### config.mk
export PLATFORM = sky130hd
export DESIGN_NAME = line_fragment_generator_top
export DESIGN_NICKNAME = d
export VERILOG_FILES = /design/src/lfg_pkg.sv /design/src/lfg_div.sv /design/src/lfg_datapath.sv /design/src/lfg_ctrl.sv /design/src/line_fragment_generator_top.sv
export SDC_FILE = /design/constraint.sdc
export NUM_CORES = 2
export LEC_CHECK = 0
export ABC_AREA = 1
export CAP_MARGIN = 20
export CORE_MARGIN = 3
export CORE_UTILIZATION = 60
export DETAILED_ROUTE_END_ITERATION = 6
export DONT_BUFFER_PORTS = 1
export MAX_ROUTING_LAYER = met4
export PLACE_DENSITY_LB_ADDON = 0.2
export SLEW_MARGIN = 0
export SYNTH_ARGS = -nofsm -noshare
export SYNTH_HDL_FRONTEND = slang
export SYNTH_SLANG_ARGS = --single-unit
### constraint.sdc
create_clock -name clk -period 7.6 [get_ports clk]
set_input_delay 2.28 -clock clk [delete_from_list [all_inputs] [get_ports clk]]
set_output_delay 2.28 -clock clk [all_outputs]
set_load 0.01 [all_outputs]
### src/lfg_pkg.sv
// ----------------------------------------------------------------------------
// Line fragment generator package
// Shared payload types, command/status structs and opcodes.
// ----------------------------------------------------------------------------
package lfg_pkg;

	localparam logic KIND_LOAD = 1'b0;
	localparam logic KIND_STEP = 1'b1;

	typedef struct packed {
		logic               kind;
		logic signed [15:0] x_start;
		logic signed [15:0] y_start;
		logic signed [15:0] x_end;
		logic signed [15:0] y_end;
		logic signed [31:0] depth_start;
		logic signed [31:0] depth_end;
		logic        [15:0] gray_start;
		logic        [15:0] gray_end;
	} in_word_t;

	typedef struct packed {
		logic               valid_res;
		logic signed [15:0] pixel_x;
		logic signed [15:0] pixel_y;
		logic signed [31:0] depth;
		logic        [15:0] gray;
		logic               last;
	} out_word_t;

	// Commands from controller to datapath.
	typedef struct packed {
		logic load;      // capture word and set up segment
		logic div_start; // launch the increment divide
		logic step;      // advance one pixel
		logic emit;      // place a fragment in the output register
		logic emit_idle; // place an all-zero word in the output register
	} lfg_cmd_t;

	// Status from datapath to controller.
	typedef struct packed {
		logic div_done;
		logic active;
	} lfg_sts_t;

endpackage

### src/lfg_div.sv
// ----------------------------------------------------------------------------
// Line fragment generator divider
// Restoring signed divider, one quotient bit per cycle, truncating to zero.
// ----------------------------------------------------------------------------
module lfg_div import lfg_pkg::*; #(
	parameter int NUM_BITS = 64,
	parameter int DEN_BITS = 17
) (
	input  logic                       clk,
	input  logic                       arst_n,
	input  logic                       start,
	input  logic signed [NUM_BITS-1:0] num,
	input  logic        [DEN_BITS-1:0] den,
	output logic                       done,
	output logic signed [NUM_BITS-1:0] quo
);
	localparam int CW = $clog2(NUM_BITS + 1);

	logic [NUM_BITS-1:0] mag_q;
	logic [DEN_BITS-1:0] den_q;
	logic [DEN_BITS:0]   rem_q;
	logic                neg_q;
	logic [CW-1:0]       cnt_q;
	logic                busy_q;
	logic [DEN_BITS:0]   trial;
	logic [DEN_BITS:0]   shifted;

	assign shifted = {rem_q[DEN_BITS-1:0], mag_q[NUM_BITS-1]};
	assign trial   = shifted - {1'b0, den_q};

	always_ff @(posedge clk or negedge arst_n) begin
		if (!arst_n) begin
			busy_q <= 1'b0;
			cnt_q  <= '0;
			done   <= 1'b0;
		end else begin
			done <= 1'b0;
			if (start) begin
				busy_q <= 1'b1;
				cnt_q  <= CW'(NUM_BITS);
			end else if (busy_q) begin
				cnt_q <= cnt_q - 1'b1;
				if (cnt_q == CW'(1)) begin
					busy_q <= 1'b0;
					done   <= 1'b1;
				end
			end
		end
	end

	always_ff @(posedge clk) begin
		if (start) begin
			neg_q <= num[NUM_BITS-1];
			mag_q <= num[NUM_BITS-1] ? NUM_BITS'(-num) : num;
			den_q <= den;
			rem_q <= '0;
		end else if (busy_q) begin
			if (!trial[DEN_BITS]) begin
				rem_q <= trial;
				mag_q <= {mag_q[NUM_BITS-2:0], 1'b1};
			end else begin
				rem_q <= shifted;
				mag_q <= {mag_q[NUM_BITS-2:0], 1'b0};
			end
		end
	end

	assign quo = neg_q ? NUM_BITS'(-mag_q) : mag_q;
endmodule

### src/lfg_datapath.sv
// ----------------------------------------------------------------------------
// Line fragment generator datapath
// Segment set-up, Bresenham stepping, attribute accumulators, output register.
// ----------------------------------------------------------------------------
module lfg_datapath import lfg_pkg::*; #(
	parameter int COORD_BITS     = 16,
	parameter int INCR_FRAC_BITS = 16
) (
	input  logic      clk,
	input  logic      arst_n,
	input  in_word_t  in_word,
	input  lfg_cmd_t  cmd,
	output lfg_sts_t  sts,
	output out_word_t out_word
);
	localparam int CB  = COORD_BITS;
	localparam int F   = INCR_FRAC_BITS;
	localparam int DW  = 33 + F + 1;      // depth diff scaled
	localparam int GW  = 17 + F + 1;
	localparam int NW  = DW;              // shared divider width
	localparam int LW  = CB + 1;

	logic signed [CB-1:0] x1, y1, x2, y2, ax1, ay1, ax2, ay2, mj1, mn1, mj2, mn2;
	logic signed [CB:0]   dx, dy, adx, ady, len, dmin;
	logic                 swp, ordr;
	logic signed [32:0]   d1, d2;
	logic signed [17:0]   g1, g2;

	logic                 swp_q, neg_q, active_q;
	logic signed [CB:0]   mpos_q, mstop_q, npos_q;
	logic signed [CB+3:0] err_q, eup_q, edn_q, err_n;
	logic signed [DW-1:0] dacc_q, dinc_q;
	logic signed [GW-1:0] gacc_q, ginc_q;
	logic signed [DW-1:0] dnum_q;
	logic signed [GW-1:0] gnum_q;
	logic [LW-1:0]        len_q;
	logic                 phase_q;
	logic                 div_start_q;
	logic                 div_done_q;
	logic signed [NW-1:0] div_num, div_quo;
	logic                 div_done;

	always_comb begin
		x1 = CB'(in_word.x_start); y1 = CB'(in_word.y_start);
		x2 = CB'(in_word.x_end);   y2 = CB'(in_word.y_end);
		dx = (CB+1)'(x2) - (CB+1)'(x1);
		dy = (CB+1)'(y2) - (CB+1)'(y1);
		adx = dx[CB] ? -dx : dx;
		ady = dy[CB] ? -dy : dy;
		swp = ady > adx;
		ax1 = swp ? y1 : x1; ay1 = swp ? x1 : y1;
		ax2 = swp ? y2 : x2; ay2 = swp ? x2 : y2;
		ordr = ax1 > ax2;
		mj1 = ordr ? ax2 : ax1; mn1 = ordr ? ay2 : ay1;
		mj2 = ordr ? ax1 : ax2; mn2 = ordr ? ay1 : ay2;
		d1 = ordr ? 33'(in_word.depth_end) : 33'(in_word.depth_start);
		d2 = ordr ? 33'(in_word.depth_start) : 33'(in_word.depth_end);
		g1 = ordr ? 18'(in_word.gray_end) : 18'(in_word.gray_start);
		g2 = ordr ? 18'(in_word.gray_start) : 18'(in_word.gray_end);
		len  = (CB+1)'(mj2) - (CB+1)'(mj1);
		dmin = (CB+1)'(mn2) - (CB+1)'(mn1);
	end

	assign err_n = err_q + eup_q;
	assign div_num = phase_q ? NW'(gnum_q) : dnum_q;

	lfg_div #(.NUM_BITS(NW), .DEN_BITS(LW)) u_div (
		.clk(clk), .arst_n(arst_n), .start(div_start_q),
		.num(div_num), .den(len_q), .done(div_done), .quo(div_quo)
	);

	always_ff @(posedge clk or negedge arst_n) begin
		if (!arst_n) begin
			active_q    <= 1'b0;
			phase_q     <= 1'b0;
			div_start_q <= 1'b0;
			div_done_q  <= 1'b0;
		end else begin
			div_start_q <= 1'b0;
			div_done_q  <= 1'b0;
			if (cmd.div_start) begin
				phase_q     <= 1'b0;
				div_start_q <= 1'b1;
			end else if (div_done && !phase_q) begin
				phase_q     <= 1'b1;
				div_start_q <= 1'b1;
			end else if (div_done) begin
				div_done_q <= 1'b1;
			end
			if (cmd.load)
				active_q <= 1'b1;
			else if (cmd.emit && mpos_q >= mstop_q)
				active_q <= 1'b0;
		end
	end

	always_ff @(posedge clk) begin
		if (cmd.load) begin
			swp_q   <= swp;
			neg_q   <= mn2 < mn1;
			mpos_q  <= (CB+1)'(mj1);
			mstop_q <= (CB+1)'(mj2);
			npos_q  <= (CB+1)'(mn1);
			err_q   <= -(CB+4)'(len);
			eup_q   <= (CB+4)'(dmin[CB] ? -dmin : dmin) <<< 1;
			edn_q   <= -((CB+4)'(len) <<< 1);
			dacc_q  <= DW'(d1) <<< F;
			gacc_q  <= GW'(g1) <<< F;
			dnum_q  <= (DW'(d2) - DW'(d1)) <<< F;
			gnum_q  <= (GW'(g2) - GW'(g1)) <<< F;
			len_q   <= LW'(len);
			dinc_q  <= '0;
			ginc_q  <= '0;
		end else begin
			if (div_done && len_q != '0) begin
				if (!phase_q) dinc_q <= div_quo;
				else          ginc_q <= GW'(div_quo);
			end
			if (cmd.step) begin
				mpos_q <= mpos_q + 1'b1;
				if (err_n > 0) begin
					npos_q <= neg_q ? npos_q - 1'b1 : npos_q + 1'b1;
					err_q  <= err_n + edn_q;
				end else begin
					err_q <= err_n;
				end
				dacc_q <= dacc_q + dinc_q;
				gacc_q <= gacc_q + ginc_q;
			end
		end
	end

	always_ff @(posedge clk) begin
		if (cmd.emit) begin
			out_word.valid_res <= 1'b1;
			out_word.pixel_x   <= 16'(swp_q ? npos_q : mpos_q);
			out_word.pixel_y   <= 16'(swp_q ? mpos_q : npos_q);
			out_word.depth     <= dacc_q[F+31:F];
			out_word.gray      <= gacc_q[F+15:F];
			out_word.last      <= mpos_q >= mstop_q;
		end else if (cmd.emit_idle) begin
			out_word <= '0;
		end
	end

	assign sts = '{div_done: div_done_q, active: active_q};
endmodule

### src/lfg_ctrl.sv
// ----------------------------------------------------------------------------
// Line fragment generator controller
// Sequences load, divide, step and emit; owns both handshakes.
// ----------------------------------------------------------------------------
module lfg_ctrl import lfg_pkg::*; (
	input  logic     clk,
	input  logic     arst_n,
	input  logic     in_valid,
	input  logic     in_kind,
	output logic     in_ready,
	output logic     out_valid,
	input  logic     out_ready,
	input  lfg_sts_t sts,
	output lfg_cmd_t cmd
);
	typedef enum logic [3:0] {
		ST_IDLE = 4'b0001,
		ST_DIV  = 4'b0010,
		ST_STEP = 4'b0100,
		ST_EMIT = 4'b1000
	} state_t;

	state_t state_q, state_n;
	logic   ov_q, ov_n;
	logic   acc;

	assign in_ready  = (state_q == ST_IDLE) && (!ov_q || out_ready);
	assign out_valid = ov_q;
	assign acc       = in_valid && in_ready;

	always_comb begin
		state_n = state_q;
		ov_n    = ov_q && !out_ready;
		cmd     = '0;
		unique case (state_q)
			ST_IDLE: begin
				if (acc) begin
					if (in_kind == KIND_LOAD) begin
						cmd.load      = 1'b1;
						cmd.div_start = 1'b1;
						state_n       = ST_DIV;
					end else if (sts.active) begin
						cmd.step = 1'b1;
						state_n  = ST_EMIT;
					end else begin
						cmd.emit_idle = 1'b1;
						ov_n          = 1'b1;
					end
				end
			end
			ST_DIV: if (sts.div_done) state_n = ST_EMIT;
			ST_STEP: state_n = ST_EMIT;
			ST_EMIT: begin
				cmd.emit = 1'b1;
				ov_n     = 1'b1;
				state_n  = ST_IDLE;
			end
			default: state_n = ST_IDLE;
		endcase
	end

	always_ff @(posedge clk or negedge arst_n) begin
		if (!arst_n) begin
			state_q <= ST_IDLE;
			ov_q    <= 1'b0;
		end else begin
			state_q <= state_n;
			ov_q    <= ov_n;
		end
	end
endmodule

### src/line_fragment_generator_top.sv
// ----------------------------------------------------------------------------
// Line fragment generator
// Bresenham line stepper with depth and gray interpolation.
// ----------------------------------------------------------------------------
//  channel  | signals                        | direction
//  in       | in_valid, in_ready, in_word    | into block
//  out      | out_valid, out_ready, out_word | out of block
//
// A step word advances the stepper on acceptance and its fragment is registered
// in ST_EMIT, so the next word waits until the controller is idle again.
// A load word's fragment is registered in ST_EMIT once the shared
// one-bit-per-cycle divider has computed the depth increment and then
// the gray increment in turn.
// Reset clears the controller, the active flag and the output valid.
// A new word is accepted only when the controller is idle and the output
// register is empty or being emptied in the same cycle.
module line_fragment_generator_top import lfg_pkg::*; #(
	parameter int COORD_BITS     = 16,
	parameter int INCR_FRAC_BITS = 16
) (
	input  logic      clk,
	input  logic      arst_n,
	input  logic      in_valid,
	output logic      in_ready,
	input  in_word_t  in_word,
	output logic      out_valid,
	input  logic      out_ready,
	output out_word_t out_word
);
	lfg_cmd_t cmd;
	lfg_sts_t sts;

	// The controller owns both handshakes and the output-valid flag.
	lfg_ctrl u_ctrl (
		.clk(clk), .arst_n(arst_n), .in_valid(in_valid), .in_kind(in_word.kind),
		.in_ready(in_ready), .out_valid(out_valid), .out_ready(out_ready),
		.sts(sts), .cmd(cmd)
	);

	// The datapath holds the segment state and the output register.
	lfg_datapath #(.COORD_BITS(COORD_BITS), .INCR_FRAC_BITS(INCR_FRAC_BITS)) u_dp (
		.clk(clk), .arst_n(arst_n), .in_word(in_word), .cmd(cmd),
		.sts(sts), .out_word(out_word)
	);
endmodule

==> reports/metrics.cfg <==
[global_route]
grt_pass1_vias=33154
grt_usage_pct=34.6
grt_pass1_wl_mm=177
antenna_found_initial=7
overflow=0
grt_max_degree=134

[run_status]
status=finished, violations left
violations=setup timing

[placement]
placed_cells=6048
dp_hpwl_mm=86.4
pre_cts_slack_ns=-3.28
routabilityCongestion=0.985
port_buffers=0

[layout]
fin_cells=6214
layout.nets=5755
layout_common_cells=nand2_1 (867), inv_1 (660), buf_4 (492)
layout_commonest_cell=nand2_1
drive_above_1_share_pct=18.0
fin_util_pct=74.1
fill_cells=4729
syn2layout_area_growth_pct=21.5

[cts]
cts_tree=yes
cts_hold_buf=0
clk_latency_ns=0.63
root_buffer=clkbuf_16
htree_num_levels=2
clockBufferDepth=3
cts.sinks=520
cts_buffers=55
path_clk_slew_ns=0.06

[worst_setup_path]
reg2reg_from=u_dp.eup_q[1]$_DFFE_PP_
critical_path.slowest_cell=ha_1
arrival_ns=10.68
timing.rr.end=u_dp.err_q[11]$_DFFE_PN_
reg2reg_depth=21
cp_max_fo=8
critPathLaunchType=input pin
r2r_setup_slack_ns=2.16
crit_path_end_kind=register
critPathKind=input pin to register
required_ns=7.98
cpPeakStageDelay_ns=0.30

[routing]
via_per_inst=5.73
drtIter0Drc=3773
detail-route-antenna-nets=0
drcViolationCount=0
wl_per_cell_um=18.8
vias=35630
routed_wl_mm=117
firstDrtPassIters=6

[die]
die_w_um=257
die_h_um=257
die_area_um2=66000
rows=91
ios=249
start_util_pct=61.0
core_um2=61900

[sta]
worst_pin_slew_ns=1.09
finalHoldViolCount=0
clock-skew-final_ns=0.0187
fin_ws_ns=-2.70
fin_crit_ns=10.30
clock.fmax_ghz=0.0971
slew_viol_final=0
rsz0062_at_grt=yes
slew_headroom_pct=27.5
post-route-period-util_pct=135
setup_viol=218
whs_ns=0.455

[yosys]
ys_ff_latch=520
synth.top_cell.area_share_pct=29.7
async_flop_share_pct=3.08
synth-edff-count=374
synth_top_area_cell=edfxtp_1
synth_cell_types=66
synth_area_um2=37800
ys_warn_count=0
synthFlopType=edfxtp_1
synth-seq-area-share_pct=37.7
syn_avg_cell_area_um2=7.74
synth.top_cells.by_area=edfxtp_1 (30%), nand2_1 (9.2%), ha_1 (8.4%), dfxtp_1 (6.9%), inv_1 (6.8%)
syn_inst=4881

[hold_path]
holdCritStartpoint=u_dp.len_q[7]$_DFFE_PP_
hold_depth=0
hold_path.class=register to register
holdPathEnd=u_dp.u_div.den_q[7]$_DFFE_PP_

[flow_run]
cap_violations=0

==> cell families (layout without fill, tap and decap cells) <==
family,count (synthesis),after routing,share of synthesized area [%]
xor+xnor,349,349,8.09
flops,520,520,37.7
other cells,1,5,0.00993
fa+ha+maj,263,263,8.89
simple gates,1795,1797,20.0
mux,36,36,0.954
compound gates,1081,1081,15.7
buf+inv,836,1326,8.67
==> routing by layer <==
metal	vias up	routed length (um)	global-route usage (%)
li1	17200	-	-
met1	16624	49400	47.2
met2	1576	51000	51.6
met3	230	13100	8.80
met4	0	3230	8.94
met5	-	0	-
==> synthesized netlist by cell type (all sizes together), types with 2 or more instances <==
master / count
nand2: 948
inv: 692
o21ai: 549
nor2: 475
edfxtp: 374
a21oi: 338
xor2: 255
ha: 254
nand3: 154
dfxtp: 130
clkbuf: 107
xnor2: 94
nor3: 74
nand4: 52
o21bai: 44
o22ai: 37
mux2i: 36
or2: 34
buf: 33
nor4: 28
o211ai: 28
a31oi: 25
nand3b: 17
dfrtp: 15
a21boi: 11
o31ai: 11
fa: 9
a211oi: 8
o21a: 7
o221ai: 7
and2: 6
a21o: 5
clkinv: 4
nor3b: 4
a22oi: 2
a32o: 2
o221a: 2
o32ai: 2
or3b: 2
==> through the flow <==
step | instance area [um2] | TNS [ns]
3_5_place_dp | 42400 | -499.03
6_report | 45900 | -319.40
5_1_grt | 45900 | -405.04
2_1_floorplan | 38400 | -289.87
4_1_cts | 44700 | -286.49
3_3_place_gp | 42400 | -463.40
==> critical path: cells and delay by family <==
| family | cells | cell delay, ns |
|---|---|---|
| AO/OA/AOI/OAI | 21 | 2.95 |
| buffers and inverters | 10 | 0.91 |
| XOR/XNOR | 3 | 0.51 |
| adder cells (fa/ha/maj) | 5 | 1.22 |
| AND/OR/NAND/NOR | 27 | 2.76 |
==> repair_timing <==
action | 4_1_cts | 5_1_grt
buffers inserted | 15 | 28
gates cloned | 3 | 12
setup endpoints to repair | 218 | 218
pin swaps | 21 | 72
gates resized for setup | 64 | 163
==> flip-flops by register name, summed over array words and instances, names as in the netlist, 16 cells and up <==
signal and flops:
u_dp.eup_q 19, u_dp.u_div.den_q 17, u_dp.npos_q 16, u_dp.u_div.rem_q 17, u_dp.len_q 17, u_dp.dacc_q 48
u_dp.mstop_q 16, u_dp.gacc_q 32, u_dp.out_word 82, u_dp.edn_q 18, u_dp.ginc_q 32, u_dp.mpos_q 17
u_dp.dnum_q 34, u_dp.err_q 20, u_dp.gnum_q 18, u_dp.u_div.mag_q 50, u_dp.dinc_q 48
==> layout make-up <==
cell class / instances / area (um2) / share of cell area [%]
multi-input combinational: 3528 / 21600 / 47.2
sequential: 520 / 14200 / 31.0
timing repair buffer: 526 / 4370 / 9.51
inverter: 696 / 2640 / 5.76
clock buffer: 71 / 1530 / 3.33
tap: 837 / 1050 / 2.28
clock inverter: 33 / 433 / 0.943
antenna: 3 / 7.51 / 0.0164
==> worst max-delay path by stage <==
| stage | start | endpoint | slack [ns] | depth (start not counted) |
|---|---|---|---|---|
| final | in_word[130] | u_dp.eup_q[14]$_DFFE_PP_ | -2.70 | 66 |
| after global routing | in_word[130] | u_dp.eup_q[14]$_DFFE_PP_ | -3.25 | 67 |
| after CTS | in_word[146] | u_dp.eup_q[14]$_DFFE_PP_ | -2.39 | 65 |
| after detailed placement | in_word[130] | u_dp.eup_q[14]$_DFFE_PP_ | -3.28 | 63 |
| after global placement | in_word[96] | u_dp.eup_q[17]$_SDFFCE_PN0P_ | -3.01 | 56 |
| after floorplan | in_word[130] | u_dp.eup_q[14]$_DFFE_PP_ | -3.72 | 77 |
Power is left out: the tool's default activity adds up to more than one toggle a clock period on the data nets, which glitch-free logic cannot reach.
